### src/hw/rtl/cma_pkg.sv
package cma_pkg;

  // Defaults for the top level parameters
  localparam int unsigned MAX_HALF_DEFAULT     = 15;
  localparam int unsigned SAMPLE_WIDTH_DEFAULT = 16;

  // Half width register
  localparam int unsigned HALF_WIDTH_BITS = 4;
  localparam logic [HALF_WIDTH_BITS-1:0] HALF_WIDTH_RESET = 4'd2;

  // Configuration port: one 32-bit register, word index in paddr[2]
  localparam int unsigned PADDR_WIDTH = 3;
  localparam int unsigned PDATA_WIDTH = 32;
  localparam logic [PADDR_WIDTH-3:0] REG_HALF_WIDTH = 1'b0;

  typedef enum logic [2:0] {
    ST_IDLE,
    ST_CHECK,
    ST_START,
    ST_READ,
    ST_DRAIN,
    ST_DIV_GO,
    ST_DIV_WAIT,
    ST_DELIVER
  } state_t;

  // Controller to datapath
  typedef struct packed {
    logic accept;     // write sample into the store, update counters
    logic start;      // set window extent, clear sum and read index
    logic rd;         // read the next store entry
    logic div_start;  // launch the divider on the finished sum
    logic out_load;   // load the quotient into the output register
    logic next_res;   // step the centre towards the newest sample
    logic finish;     // last result of this item has been loaded
  } cmd_t;

  // Datapath to controller
  typedef struct packed {
    logic due;          // this item owes at least one result
    logic last_read;    // current read is the oldest sample of the window
    logic div_done;     // divider has a quotient
    logic out_free;     // output register can take a result
    logic last_result;  // current result is the last one of this item
  } status_t;

endpackage

### src/hw/rtl/cma_div.sv
module cma_div import cma_pkg::*; #(
  parameter int unsigned SUM_WIDTH = 21,
  parameter int unsigned DIV_WIDTH = 5,
  parameter int unsigned Q_WIDTH   = 16
) (
  input  logic                 clk,
  input  logic                 rst,
  input  logic                 start,
  input  logic [SUM_WIDTH-1:0] dividend,
  input  logic [DIV_WIDTH-1:0] divisor,
  output logic                 done,
  output logic [Q_WIDTH-1:0]   quotient
);

  localparam int unsigned CNT_WIDTH = $clog2(SUM_WIDTH + 1);

  logic                 busy;
  logic                 neg;
  logic [CNT_WIDTH-1:0] cnt;
  logic [DIV_WIDTH-1:0] rem;
  logic [DIV_WIDTH-1:0] den;
  logic [SUM_WIDTH-1:0] q;
  logic [DIV_WIDTH:0]   trial;
  logic [DIV_WIDTH:0]   diff;
  logic                 fits;
  logic [SUM_WIDTH-1:0] q_signed;

  // One restoring step: shift in the next dividend bit, subtract if it fits
  assign trial = {rem, q[SUM_WIDTH-1]};
  assign diff  = trial - {1'b0, den};
  assign fits  = trial >= {1'b0, den};

  // Control
  always_ff @(posedge clk) begin
    if (rst) begin
      busy <= 1'b0;
      done <= 1'b0;
      cnt  <= '0;
    end else begin
      done <= 1'b0;
      if (start) begin
        busy <= 1'b1;
        cnt  <= CNT_WIDTH'(SUM_WIDTH);
      end else if (busy) begin
        cnt <= cnt - 1'b1;
        if (cnt == CNT_WIDTH'(1)) begin
          busy <= 1'b0;
          done <= 1'b1;
        end
      end
    end
  end

  // Datapath: divide magnitudes, restore the sign at the end
  always_ff @(posedge clk) begin
    if (start) begin
      neg <= dividend[SUM_WIDTH-1];
      q   <= dividend[SUM_WIDTH-1] ? (~dividend + 1'b1) : dividend;
      rem <= '0;
      den <= divisor;
    end else if (busy) begin
      rem <= fits ? diff[DIV_WIDTH-1:0] : trial[DIV_WIDTH-1:0];
      q   <= {q[SUM_WIDTH-2:0], fits};
    end
  end

  assign q_signed = neg ? (~q + 1'b1) : q;
  assign quotient = q_signed[Q_WIDTH-1:0];

endmodule

### src/hw/rtl/cma_dp.sv
module cma_dp import cma_pkg::*; #(
  parameter int unsigned MAX_HALF     = MAX_HALF_DEFAULT,
  parameter int unsigned SAMPLE_WIDTH = SAMPLE_WIDTH_DEFAULT
) (
  input  logic                           clk,
  input  logic                           rst,
  input  cmd_t                           cmd,
  output status_t                        status,
  input  logic [HALF_WIDTH_BITS-1:0]     half_width,
  input  logic signed [SAMPLE_WIDTH-1:0] sample,
  input  logic                           is_final,
  output logic                           out_valid,
  input  logic                           out_ready,
  output logic signed [SAMPLE_WIDTH-1:0] smoothed,
  output logic                           run_end,
  output logic                           set_end
);

  localparam int unsigned DEPTH = 2 * MAX_HALF + 2;
  localparam int unsigned PW    = $clog2(DEPTH);
  localparam int unsigned CW    = $clog2(DEPTH + 1);
  localparam int unsigned SUMW  = SAMPLE_WIDTH + PW;
  localparam logic [PW-1:0] MAX_H = PW'(MAX_HALF);

  logic [SAMPLE_WIDTH-1:0] mem [DEPTH];
  logic [SAMPLE_WIDTH-1:0] rd_data;
  logic                    rd_pend;
  logic [PW-1:0]           wp;
  logic [CW-1:0]           seen;
  logic                    final_q;
  logic [PW-1:0]           h_q;
  logic [PW-1:0]           d;
  logic [PW-1:0]           far;
  logic [PW-1:0]           b;
  logic [SUMW-1:0]         sum;

  logic [PW-1:0]           h_clamp;
  logic [CW-1:0]           seen_inc;
  logic [PW-1:0]           newest_back;
  logic [PW-1:0]           d_init;
  logic [PW-1:0]           reach;
  logic [PW-1:0]           oldest;
  logic [PW:0]             addr_raw;
  logic [PW-1:0]           rd_addr;
  logic                    div_done;
  logic [SAMPLE_WIDTH-1:0] quotient;

  // Clamp the half width to the store's reach
  assign h_clamp = (32'(half_width) > MAX_HALF) ? MAX_H : PW'(half_width);

  // Sample count after this item, saturating at the store depth
  assign seen_inc    = (seen == CW'(DEPTH)) ? seen : seen + 1'b1;
  assign newest_back = PW'(seen_inc - 1'b1);

  // First centre: h back, or the oldest sample held when a short set ends
  assign d_init = (is_final && (newest_back < h_clamp)) ? newest_back : h_clamp;

  // Window extent in samples back from the newest, clipped to the set
  assign reach  = d + h_q;
  assign oldest = PW'(seen - 1'b1);

  // Store address of the entry b places older than the newest
  assign addr_raw = {1'b0, wp} + (PW + 1)'(DEPTH - 1) - {1'b0, b};
  assign rd_addr  = (addr_raw >= (PW + 1)'(DEPTH)) ? PW'(addr_raw - (PW + 1)'(DEPTH))
                                                   : addr_raw[PW-1:0];

  // Sample store
  always_ff @(posedge clk) begin
    if (cmd.accept) begin
      mem[wp] <= sample;
    end
    if (cmd.rd) begin
      rd_data <= mem[rd_addr];
    end
  end

  // Set bookkeeping
  always_ff @(posedge clk) begin
    if (rst) begin
      wp      <= '0;
      seen    <= '0;
      final_q <= 1'b0;
    end else if (cmd.accept) begin
      wp      <= (wp == PW'(DEPTH - 1)) ? '0 : wp + 1'b1;
      seen    <= seen_inc;
      final_q <= is_final;
    end else if (cmd.finish && final_q) begin
      seen <= '0;
    end
  end

  // Window control
  always_ff @(posedge clk) begin
    if (cmd.accept) begin
      h_q <= h_clamp;
      d   <= d_init;
    end else if (cmd.next_res) begin
      d <= d - 1'b1;
    end
    if (cmd.start) begin
      far <= (reach < oldest) ? reach : oldest;
      b   <= '0;
    end else if (cmd.rd) begin
      b <= b + 1'b1;
    end
  end

  // Accumulate one sample a cycle, in the cycle after its read
  always_ff @(posedge clk) begin
    if (rst) begin
      rd_pend <= 1'b0;
    end else begin
      rd_pend <= cmd.rd;
    end
  end

  always_ff @(posedge clk) begin
    if (cmd.start) begin
      sum <= '0;
    end else if (rd_pend) begin
      sum <= sum + {{PW{rd_data[SAMPLE_WIDTH-1]}}, rd_data};
    end
  end

  // Divide by the number of samples summed
  cma_div #(
    .SUM_WIDTH (SUMW),
    .DIV_WIDTH (PW),
    .Q_WIDTH   (SAMPLE_WIDTH)
  ) u_div (
    .clk      (clk),
    .rst      (rst),
    .start    (cmd.div_start),
    .dividend (sum),
    .divisor  (far + 1'b1),
    .done     (div_done),
    .quotient (quotient)
  );

  // Output register
  always_ff @(posedge clk) begin
    if (rst) begin
      out_valid <= 1'b0;
    end else if (cmd.out_load) begin
      out_valid <= 1'b1;
    end else if (out_ready) begin
      out_valid <= 1'b0;
    end
  end

  always_ff @(posedge clk) begin
    if (cmd.out_load) begin
      smoothed <= quotient;
      run_end  <= status.last_result;
      set_end  <= final_q && (d == '0);
    end
  end

  assign status.due         = final_q || (seen > CW'(h_q));
  assign status.last_read   = (b == far);
  assign status.div_done    = div_done;
  assign status.out_free    = !out_valid || out_ready;
  assign status.last_result = !final_q || (d == '0);

endmodule

### src/hw/rtl/cma_ctrl.sv
module cma_ctrl import cma_pkg::*; (
  input  logic    clk,
  input  logic    rst,
  input  logic    in_valid,
  output logic    in_ready,
  input  status_t status,
  output cmd_t    cmd
);

  state_t state;
  state_t state_next;

  always_ff @(posedge clk) begin
    if (rst) begin
      state <= ST_IDLE;
    end else begin
      state <= state_next;
    end
  end

  // Next state
  always_comb begin
    state_next = state;
    unique case (state)
      ST_IDLE: begin
        if (in_valid) state_next = ST_CHECK;
      end
      ST_CHECK: begin
        state_next = status.due ? ST_START : ST_IDLE;
      end
      ST_START: begin
        state_next = ST_READ;
      end
      ST_READ: begin
        if (status.last_read) state_next = ST_DRAIN;
      end
      ST_DRAIN: begin
        state_next = ST_DIV_GO;
      end
      ST_DIV_GO: begin
        state_next = ST_DIV_WAIT;
      end
      ST_DIV_WAIT: begin
        if (status.div_done) state_next = ST_DELIVER;
      end
      ST_DELIVER: begin
        if (status.out_free) state_next = status.last_result ? ST_IDLE : ST_START;
      end
    endcase
  end

  // Outputs
  always_comb begin
    in_ready      = 1'b0;
    cmd           = '0;
    unique case (state)
      ST_IDLE: begin
        in_ready   = 1'b1;
        cmd.accept = in_valid;
      end
      ST_CHECK: begin
      end
      ST_START: begin
        cmd.start = 1'b1;
      end
      ST_READ: begin
        cmd.rd = 1'b1;
      end
      ST_DRAIN: begin
      end
      ST_DIV_GO: begin
        cmd.div_start = 1'b1;
      end
      ST_DIV_WAIT: begin
      end
      ST_DELIVER: begin
        cmd.out_load = status.out_free;
        cmd.next_res = status.out_free && !status.last_result;
        cmd.finish   = status.out_free && status.last_result;
      end
    endcase
  end

endmodule

### src/hw/rtl/centered_moving_average_top.sv
// Centred moving average over a stream of signed Q8.8 samples. Each sample
// transfer writes the sample into a store of 2*MAX_HALF+2 entries. Once
// half_width samples of the set lie beyond a point, that point's mean is
// delivered; the transfer that carries is_final flushes every mean still owed
// (up to half_width+1 results, oldest first) and starts a new set. Windows are
// clipped to the samples of the current set and the mean is truncated toward
// zero. Each item is taken in and checked; each result it owes then reads
// the samples of its window through the store's one read port, one sample
// a cycle, and divides their sum, of width SAMPLE_WIDTH + clog2(2*MAX_HALF+2)
// = 21 bits by default, in a restoring divider that retires one quotient bit
// a cycle. A finished result waits in the output register while the next
// sample transfer is taken in. half_width is written through the register
// port at byte address 0 and should only change while the block is idle.
module centered_moving_average_top import cma_pkg::*; #(
  parameter int unsigned MAX_HALF     = MAX_HALF_DEFAULT,
  parameter int unsigned SAMPLE_WIDTH = SAMPLE_WIDTH_DEFAULT
) (
  input  logic                           clk,
  input  logic                           rst,
  // register port
  input  logic                           psel,
  input  logic                           penable,
  input  logic                           pwrite,
  input  logic [PADDR_WIDTH-1:0]         paddr,
  input  logic [PDATA_WIDTH-1:0]         pwdata,
  output logic [PDATA_WIDTH-1:0]         prdata,
  output logic                           pready,
  // sample channel
  input  logic                           in_valid,
  output logic                           in_ready,
  input  logic signed [SAMPLE_WIDTH-1:0] sample,
  input  logic                           is_final,
  // result channel
  output logic                           out_valid,
  input  logic                           out_ready,
  output logic signed [SAMPLE_WIDTH-1:0] smoothed,
  output logic                           run_end,
  output logic                           set_end
);

  logic [HALF_WIDTH_BITS-1:0] half_width;
  logic                       reg_sel;
  cmd_t                       cmd;
  status_t                    status;

  // Register decode
  assign reg_sel = (paddr[PADDR_WIDTH-1:2] == REG_HALF_WIDTH);
  assign pready  = 1'b1;

  always_ff @(posedge clk) begin
    if (rst) begin
      half_width <= HALF_WIDTH_RESET;
    end else if (psel && penable && pwrite && pready && reg_sel) begin
      half_width <= pwdata[HALF_WIDTH_BITS-1:0];
    end
  end

  assign prdata = reg_sel ? PDATA_WIDTH'(half_width) : '0;

  cma_ctrl u_ctrl (
    .clk      (clk),
    .rst      (rst),
    .in_valid (in_valid),
    .in_ready (in_ready),
    .status   (status),
    .cmd      (cmd)
  );

  cma_dp #(
    .MAX_HALF     (MAX_HALF),
    .SAMPLE_WIDTH (SAMPLE_WIDTH)
  ) u_dp (
    .clk        (clk),
    .rst        (rst),
    .cmd        (cmd),
    .status     (status),
    .half_width (half_width),
    .sample     (sample),
    .is_final   (is_final),
    .out_valid  (out_valid),
    .out_ready  (out_ready),
    .smoothed   (smoothed),
    .run_end    (run_end),
    .set_end    (set_end)
  );

  // A taken sample leaves the block busy in the cycle after the transfer
  assert property (@(posedge clk) disable iff (rst)
    in_valid && in_ready |=> !in_ready)
    else $error("sample taken while the previous one was still being checked");

  // The end of a set is always the end of that item's run of results
  assert property (@(posedge clk) disable iff (rst)
    out_valid && set_end |-> run_end)
    else $error("set end flagged without run end");

  // Never overwrite a result that has not been transferred
  assert property (@(posedge clk) disable iff (rst)
    cmd.out_load |-> status.out_free)
    else $error("output register loaded while still holding a result");

endmodule

### config.mk
export PLATFORM = sky130hd
export DESIGN_NAME = centered_moving_average_top
export DESIGN_NICKNAME = d
export VERILOG_FILES = /design/src/hw/rtl/cma_pkg.sv /design/src/hw/rtl/cma_div.sv /design/src/hw/rtl/cma_dp.sv /design/src/hw/rtl/cma_ctrl.sv /design/src/hw/rtl/centered_moving_average_top.sv
export SDC_FILE = /design/constraint.sdc
export NUM_CORES = 1
export LEC_CHECK = 0
export BUFFER_PORTS_ARGS = -buffer_cell sky130_fd_sc_hd__buf_2
export CORE_MARGIN = 1.5
export CORE_UTILIZATION = 23
export DETAILED_ROUTE_END_ITERATION = 8
export SLEW_MARGIN = 20
export SYNTH_ARGS = -nofsm -noshare
export SYNTH_HDL_FRONTEND = slang
export SYNTH_SLANG_ARGS = --single-unit
### constraint.sdc
create_clock -name clk -period 4.2 [get_ports clk]
set_clock_uncertainty 0.1 [all_clocks]
set_input_delay 0.21 -clock clk [delete_from_list [all_inputs] [get_ports clk]]
set_output_delay 0.21 -clock clk [all_outputs]
set_load 0.01 [all_outputs]
==> qor.yml, run 1 <==
synth_area_um2: 27700
synth-edff-count: 587
clkLatencyLatePin_ps: 620
reg2reg_depth: 12
powerDensity_nw_per_um2: 504
grt_max_degree: 50
synth_xor_xnor_area_share: 0.0246
reg2reg_slack_ps: 490
cpMaxStageDelayCell: "dfxtp_1"
viasPerCell: 4.29
fin_crit_sh: 0.882
drtIter0Drc: 1268
coreArea_um2: 120000
multiInputGateArea_um2: 8370
seqPwrFrac: 0.446
pwr-share-comb: 0.207
rr_startpoint: "u_dp.seen[0]"
overflow: 0
slew_headroom: 0.375
place_hpwl_um: 37200
start_util: 0.231
nFillCells: 12000
vias: 14700
p_int_mw: 12.0
synth_area_leaders: "edfxtp_1 (64%), mux4_2 (13%), dfxtp_1 (4.3%), ha_1 (2.7%), nor2_1 (1.4%)"
worstSetupPathType: "flop to flop"
yosysSeqAreaShare: 0.678
grt_setup_unrepaired: "false"
finalSetupViolCount: 0
worst_pin_slew_ps: 929
synthCells: 1652
peakVddDrop_v: 0.000345
pin_count: 112
rr_endpoint: "u_dp.d[2]"
end_kind: "flop"
synthSimpleGateAreaFrac: 0.0546
totalPowerFinal_mw: 16.4
arrival_ps: 3960
drive_gt1_frac: 0.212
startpoint_type: "flop"
crit_family: "compound AO/OA/AOI/OAI gates"
cts_hold_buf: 21
slew_violations: 0
fin_crit_ps: 3710
netSwitchingPower_mw: 4.33
grt_pass1_vias: 14900
final_cell_mix: "edfxtp_1 (587), mux4_2 (160), nor2_1 (101), nand2_1 (93), clkbuf_16 (71)"
slowest_delay_ps: 490
post_drt_wl_per_cell_um: 17.7
yosysTopAreaCell: "edfxtp_1"
ys_async_sr_fraction: 0
grt_pass1_wl_um: 92000
port_buffers: 52
clkSinkCount: 646
status: "finished clean"
ff_latch_area_um2: 18800
fmax_mhz: 270
cp-endpoint: "u_dp.d[2]"
final_common_cell: "edfxtp_1"
num_rows: 127
syn_to_final_growth_pct: 17.0
dr.pass1.iters: 5
cts_resized: 0
ant_nets: 0
clkTransAtPathRegs_ps: 60
max-clock-path-buffers: 3
crit_top_cell: "ha_1"
synthFlopType: "edfxtp_1"
nets: 1898
hold_viol: 0
utilization: 0.271
numCtsBuffers: 71
cts_setup_buffers: 0
die_h_um: 350
die_area_um2: 123000
cts_root_buffer: "clkbuf_16"
synth_top_family_by_area: "multiplexers"
crit_chain: "inv_1 -> ha_1 -> nand4bb_1 -> nor2_2 -> xnor2_1 -> ha_1 -> xnor2_1 -> ha_1 -> a2111oi_0 -> o211ai_1 -> mux2i_1 -> a21oi_1"
drv_cap: 0
swShare: 0.265
finalWeightedCongestion: 0.818
synth_compound_area_frac: 0.0407
synth.area.mux_share: 0.146
p_leak_nw: 10.6
min_from: "sample[9]"
htreeDepth: 3
critPathBufInv: 1
synth_top_area_frac: 0.636
crit_path_start: "u_dp.seen[0]"
synthAdderAreaFrac: 0.0300
grt_usage: 0.0986
cts_tree: "yes"
wl_um: 60800
yosysWarnings: 0
worstPathRequired_ps: 4450
path_max_fanout: 9
antenna_found_initial: 4
drc: 0
synth.avg_cell_area_um2: 16.8
clkPwrFrac: 0.347
dieWidth_um: 350
ys_ff_latch: 646
netlist-cell-type-count: 66
cp.depth: 12
antenna_cells: 0
setup_tns_ps: 0
hp-class: "primary input to flop"
power by group through the flow:
stage               registers [mW]  clock network, mW  logic, mW
floorplan                     7.36                  0       2.46
global placement              7.42                  0       3.35
detailed placement            7.42                  0       3.41
CTS                           7.29               5.81       3.44
global route                  7.30               6.05       3.66
finish                        7.29               5.68       3.39
cell families (layout without fill, tap and decap cells):
group | count (synthesis) | in the layout
flops | 646 | 646
simple gates | 318 | 318
mux | 203 | 203
compound gates | 190 | 190
buf+inv | 151 | 295
xor+xnor | 78 | 78
fa+ha+maj | 64 | 64
other cells | 2 | 29
worst min-delay path by stage:
stage / end / slack, ps / depth (start not counted)
5_1_grt: u_dp.mem[11][15] / 30 / 1
3_3_place_gp: half_width[3] / 360 / 3
4_1_cts: u_dp.mem[24][9] / 1 / 1
3_5_place_dp: half_width[0] / 370 / 3
6_report: u_dp.mem[25][9] / 20 / 1
2_1_floorplan: u_dp.mem[0][0] / 210 / 0
sequential cells by signal, indices dropped and copies added (netlist names), 4 cells and up:
register        flops
u_dp.b              5
u_dp.sum           21
u_dp.wp             5
u_dp.mem          512
u_dp.u_div.den      5
u_dp.rd_data       16
u_dp.d              5
u_dp.smoothed      16
u_dp.seen           6
u_dp.u_div.cnt      5
half_width          4
u_dp.h_q            4
u_dp.u_div.q       21
u_dp.u_div.rem      5
u_dp.far            5
per-layer routing:
| layer | GRT usage | wire, um |
|---|---|---|
| met4 | 0.0252 | 1110 |
| met3 | 0.0199 | 3620 |
| met5 | 0 | 51 |
| met2 | 0.166 | 29600 |
| met1 | 0.130 | 26400 |
area by class of cell:
| type | instances | share of cell area |
|---|---|---|
| sequential | 646 | 0.580 |
| multi-input combinational | 882 | 0.258 |
| tap | 1612 | 0.0621 |
| clock buffer | 92 | 0.0578 |
| timing repair buffer | 122 | 0.0297 |
| clock inverter | 29 | 0.00694 |
| inverter | 52 | 0.00601 |
stage by stage:
stage | setup WS, ps | instance area [um2] | std cells | hold slack, ps
6_report | 495 | 32500 | 3435 | 19.2
5_1_grt | 219 | 32500 | 3435 | 34.2
4_1_cts | 548 | 32500 | 3435 | 0.954
3_5_place_dp | 588 | 30100 | 3293 | 365
3_3_place_gp | 377 | 30100 | 3293 | 357
2_1_floorplan | 969 | 27800 | 1679 | 209
Yosys cell counts, types with 6 or more instances:
cell / n
clkbuf_1: 53
o21ai_1: 22
a21oi_1: 63
nand2_1: 93
o21ai_0: 45
mux2_2: 19
nor4_1: 6
a31oi_1: 7
a21o_1: 9
nor3_1: 20
inv_1: 50
nand3_1: 23
mux4_2: 160
buf_4: 29
dfxtp_1: 59
ha_1: 60
or4_1: 7
edfxtp_1: 587
nor2b_1: 16
buf_2: 16
mux2i_1: 23
xor2_1: 35
o31ai_1: 12
nand2b_1: 15
xnor2_1: 43
nor2_1: 102
worst reg2reg max path: stages, from the launching register on:
cell and delay [ps]:
dfxtp_1 490, inv_1 200, ha_1 240, nand4bb_1 200, nor2_2 90, xnor2_1 300
ha_1 260, xnor2_1 170, ha_1 290, a2111oi_0 470, o211ai_1 310, mux2i_1 250
a21oi_1 90
Note: power is estimated with default switching activity, not from simulation.
==> inputs of run 2 (changes only) <==
--- a/config.mk
+++ b/config.mk
@@ -12,4 +12,5 @@
 export SLEW_MARGIN = 20
 export SYNTH_ARGS = -nofsm -noshare
 export SYNTH_HDL_FRONTEND = slang
+export SYNTH_HIERARCHICAL = 1
 export SYNTH_SLANG_ARGS = --single-unit
==> qor.yml, run 2 <==
synth.avg_cell_area_um2: 16.8  # about the same
path_max_fanout: 10  # was 9
clkTransAtPathRegs_ps: 60  # about the same
clkLatencyLatePin_ps: 610  # was 620 ps
arrival_ps: 4070  # was 3960 ps
grt_usage: 0.0992  # was 0.0986
ant_nets: 0  # unchanged
synth.area.mux_share: 0.144  # was 0.146
max-clock-path-buffers: 3  # unchanged
fmax_mhz: 261  # was 270 MHz
place_hpwl_um: 39600  # was 37200 um
p_leak_nw: 10.9  # was 10.6 nW
finalWeightedCongestion: 0.827  # was 0.818
hp-class: "primary input to flop"  # unchanged
swShare: 0.308  # was 0.265
slew_headroom: 0.450  # was 0.375
yosysWarnings: 6  # was 0
min_to: "u_dp/mem[25][15]"  # was u_dp.mem[25][9]
clkPwrFrac: 0.287  # was 0.347
coreArea_um2: 122000  # was 120000 um2
cts_tree: "yes"  # unchanged
htreeDepth: 3  # unchanged
post_drt_wl_per_cell_um: 18.0  # was 17.7 um
final_common_cell: "edfxtp_1"  # unchanged
worstSetupPathType: "flop to flop"  # unchanged
status: "finished clean"  # unchanged
peakVddDrop_v: 0.000420  # was 0.000345 V
rr_startpoint: "u_dp/seen[0]"  # was u_dp.seen[0]
synthSimpleGateAreaFrac: 0.0641  # was 0.0546
top_register: "u_dp/mem"  # was u_dp.mem
grt_setup_unrepaired: "false"  # unchanged
ys_ff_latch: 646  # unchanged
end_kind: "flop"  # unchanged
slew_violations: 0  # unchanged
die_h_um: 354  # was 350 um
rr_endpoint: "u_dp/d[2]"  # was u_dp.d[2]
place_inst: 3332  # was 3293
drc: 0  # unchanged
synthCells: 1682  # was 1652
synthFlopType: "edfxtp_1"  # unchanged
nets: 1921  # was 1898
dieWidth_um: 354  # was 350 um
synth_area_leaders: "edfxtp_1 (62%), mux4_2 (13%), dfxtp_1 (4.2%), ha_1 (2.7%), xnor2_1 (1.5%)"  # was edfxtp_1 (64%), mux4_2 (13%), dfxtp_1 (4.3%), ha_1 (2.7%), nor2_1 (1.4%)
nFillCells: 12200  # was 12.0k
grt_pass1_vias: 15700  # was 14.9k
synth_top_family_by_area: "multiplexers"  # unchanged
seqPwrFrac: 0.384  # was 0.446
yosysTopAreaCell: "edfxtp_1"  # unchanged
drv_cap: 0  # unchanged
pin_count: 112  # unchanged
synth_area_um2: 28300  # was 27700 um2
worstPathRequired_ps: 4450  # about the same
numCtsBuffers: 68  # was 71
synth_xor_xnor_area_share: 0.0226  # was 0.0246
netSwitchingPower_mw: 6.16  # was 4.33 mW
netlist_top_cells_count: "edfxtp_1 (587), mux4_2 (160), nor2_1 (107)"  # was edfxtp_1 (587), mux4_2 (160), nor2_1 (102)
reg2reg_depth: 15  # was 12
reg2reg_slack_ps: 370  # was 490 ps
synth-edff-count: 587  # unchanged
fin_crit_ps: 3830  # was 3710 ps
largestRegisters: "u_dp/mem: 512 flops, u_dp/sum: 21 flops, u_dp/u_div/q: 21 flops"  # was u_dp.mem: 512 flops, u_dp.sum: 21 flops, u_dp.u_div.q: 21 flops
cts_root_buffer: "clkbuf_16"  # unchanged
antenna_found_initial: 4  # unchanged
grt_pass1_wl_um: 95700  # was 92000 um
dr.pass1.iters: 5  # unchanged
yosysMostFrequentCell: "edfxtp_1"  # unchanged
drive_gt1_frac: 0.232  # was 0.212
cts_resized: 0  # unchanged
port_buffers: 52  # unchanged
hold_depth: 1  # unchanged
num_rows: 128  # was 127
synth_top_area_frac: 0.623  # was 0.636
fin_crit_sh: 0.911  # was 0.882
min_from: "sample[15]"  # was sample[9]
worst_pin_slew_ps: 823  # was 929 ps
wl_um: 62600  # was 60800 um
synth_compound_area_frac: 0.0459  # was 0.0407
start_util: 0.232  # was 0.231
setup_tns_ps: 0  # unchanged
grt_max_degree: 54  # was 50
startpoint_type: "flop"  # unchanged
totalPowerFinal_mw: 20.0  # was 16.4 mW
pwr-share-comb: 0.329  # was 0.207
fin_cells: 3473  # was 3435
die_area_um2: 125000  # was 123000 um2
clkSinkCount: 646  # unchanged
syn_to_final_growth_pct: 16.9  # was 17.0%
overflow: 0  # unchanged
largest_register_ffs: 512  # unchanged
netlist-cell-type-count: 82  # was 66
finalSetupViolCount: 0  # unchanged
drtIter0Drc: 1175  # was 1268
powerDensity_nw_per_um2: 604  # was 504 nW/um2
hold_viol: 0  # unchanged
vias: 15300  # was 14.7k
yosysSeqAreaShare: 0.665  # was 0.678
ys_async_sr_fraction: 0  # unchanged
synthAdderAreaFrac: 0.0294  # was 0.0300
viasPerCell: 4.40  # was 4.29
p_int_mw: 13.8  # was 12.0 mW
final_cell_mix: "edfxtp_1 (587), mux4_2 (160), nor2_1 (106), clkbuf_16 (70)"  # was edfxtp_1 (587), mux4_2 (160), nor2_1 (101), nand2_1 (93), clkbuf_16 (71)
## run 2: power by group through the flow
stage	sequential, mW	clock, mW	combinational [mW]
2_1_floorplan	7.62	0	4.92
3_3_place_gp	7.78	0	6.45
3_5_place_dp	7.80	0	6.59
4_1_cts	7.66	5.90	6.64
5_1_grt	7.70	6.15	7.13
6_report	7.67	5.73	6.58
## run 2: logic make-up after synthesis
logic type,after synthesis
other cells,2
xor+xnor,73
simple gates,333
compound gates,189
buf+inv,170
fa+ha+maj,64
mux,205
flops,646
## run 2: stage by stage
step                      hold slack, ps  worst slack (ps)  area, um2   util
final                               27.3               373      33100  0.272
after global routing                14.8              35.9      33100  0.272
after CTS                           3.74               426      33100  0.272
after detailed placement             385               459      30800  0.253
after global placement               367               504      30800  0.252
after floorplan                      179               621      28400      -
## run 2: worst max path at each step
stage	startpoint	endpoint	slack, ps	cells after the start
after global routing	u_dp/seen[0]	u_dp/d[2]	40	15
after detailed placement	u_dp/seen[0]	u_dp/d[2]	460	15
after CTS	u_dp/seen[0]	u_dp/d[2]	430	15
after floorplan	u_ctrl/state[1]	u_dp/mem[3][0]	620	6
after global placement	u_dp/seen[0]	u_dp/d[2]	500	15
final	u_dp/seen[0]	u_dp/d[2]	370	15
## run 2: timing repair
action,in CTS,in global routing
hold buffers,21,0
endpoints found under the hold margin,258,0
setup buffers,0,0
## run 2: layout make-up
type                    instances  area, um2  area share
well taps                    1625       2030      0.0614
repair buffers                130       1020      0.0309
clock inverters                37        304     0.00919
diodes                          2       5.00    0.000151
clock buffers                  81       1800      0.0545
inverters                      59        221     0.00669
multi-input cells             893       8900       0.269
flip-flops and latches        646      18800       0.568
## run 2: per-layer routing
metal	vias up	global-route usage	routed length, um
li1	6871	-	-
met1	7922	0.131	27700
met2	399	0.163	30200
met3	85	0.0216	3440
met4	4	0.0274	1280
met5	-	0	22
## run 2: critical path, stage by stage, from the launching register on
cell,delay [ps]
dfxtp_1,530
inv_1,130
ha_1,270
nand4bb_1,180
nor2_1,90
xnor2_1,300
ha_1,210
inv_1,70
xnor2_1,280
ha_1,300
a21boi_0,270
nand4b_1,160
a41oi_1,260
o21ai_2,140
mux2i_1,200
a21oi_1,90
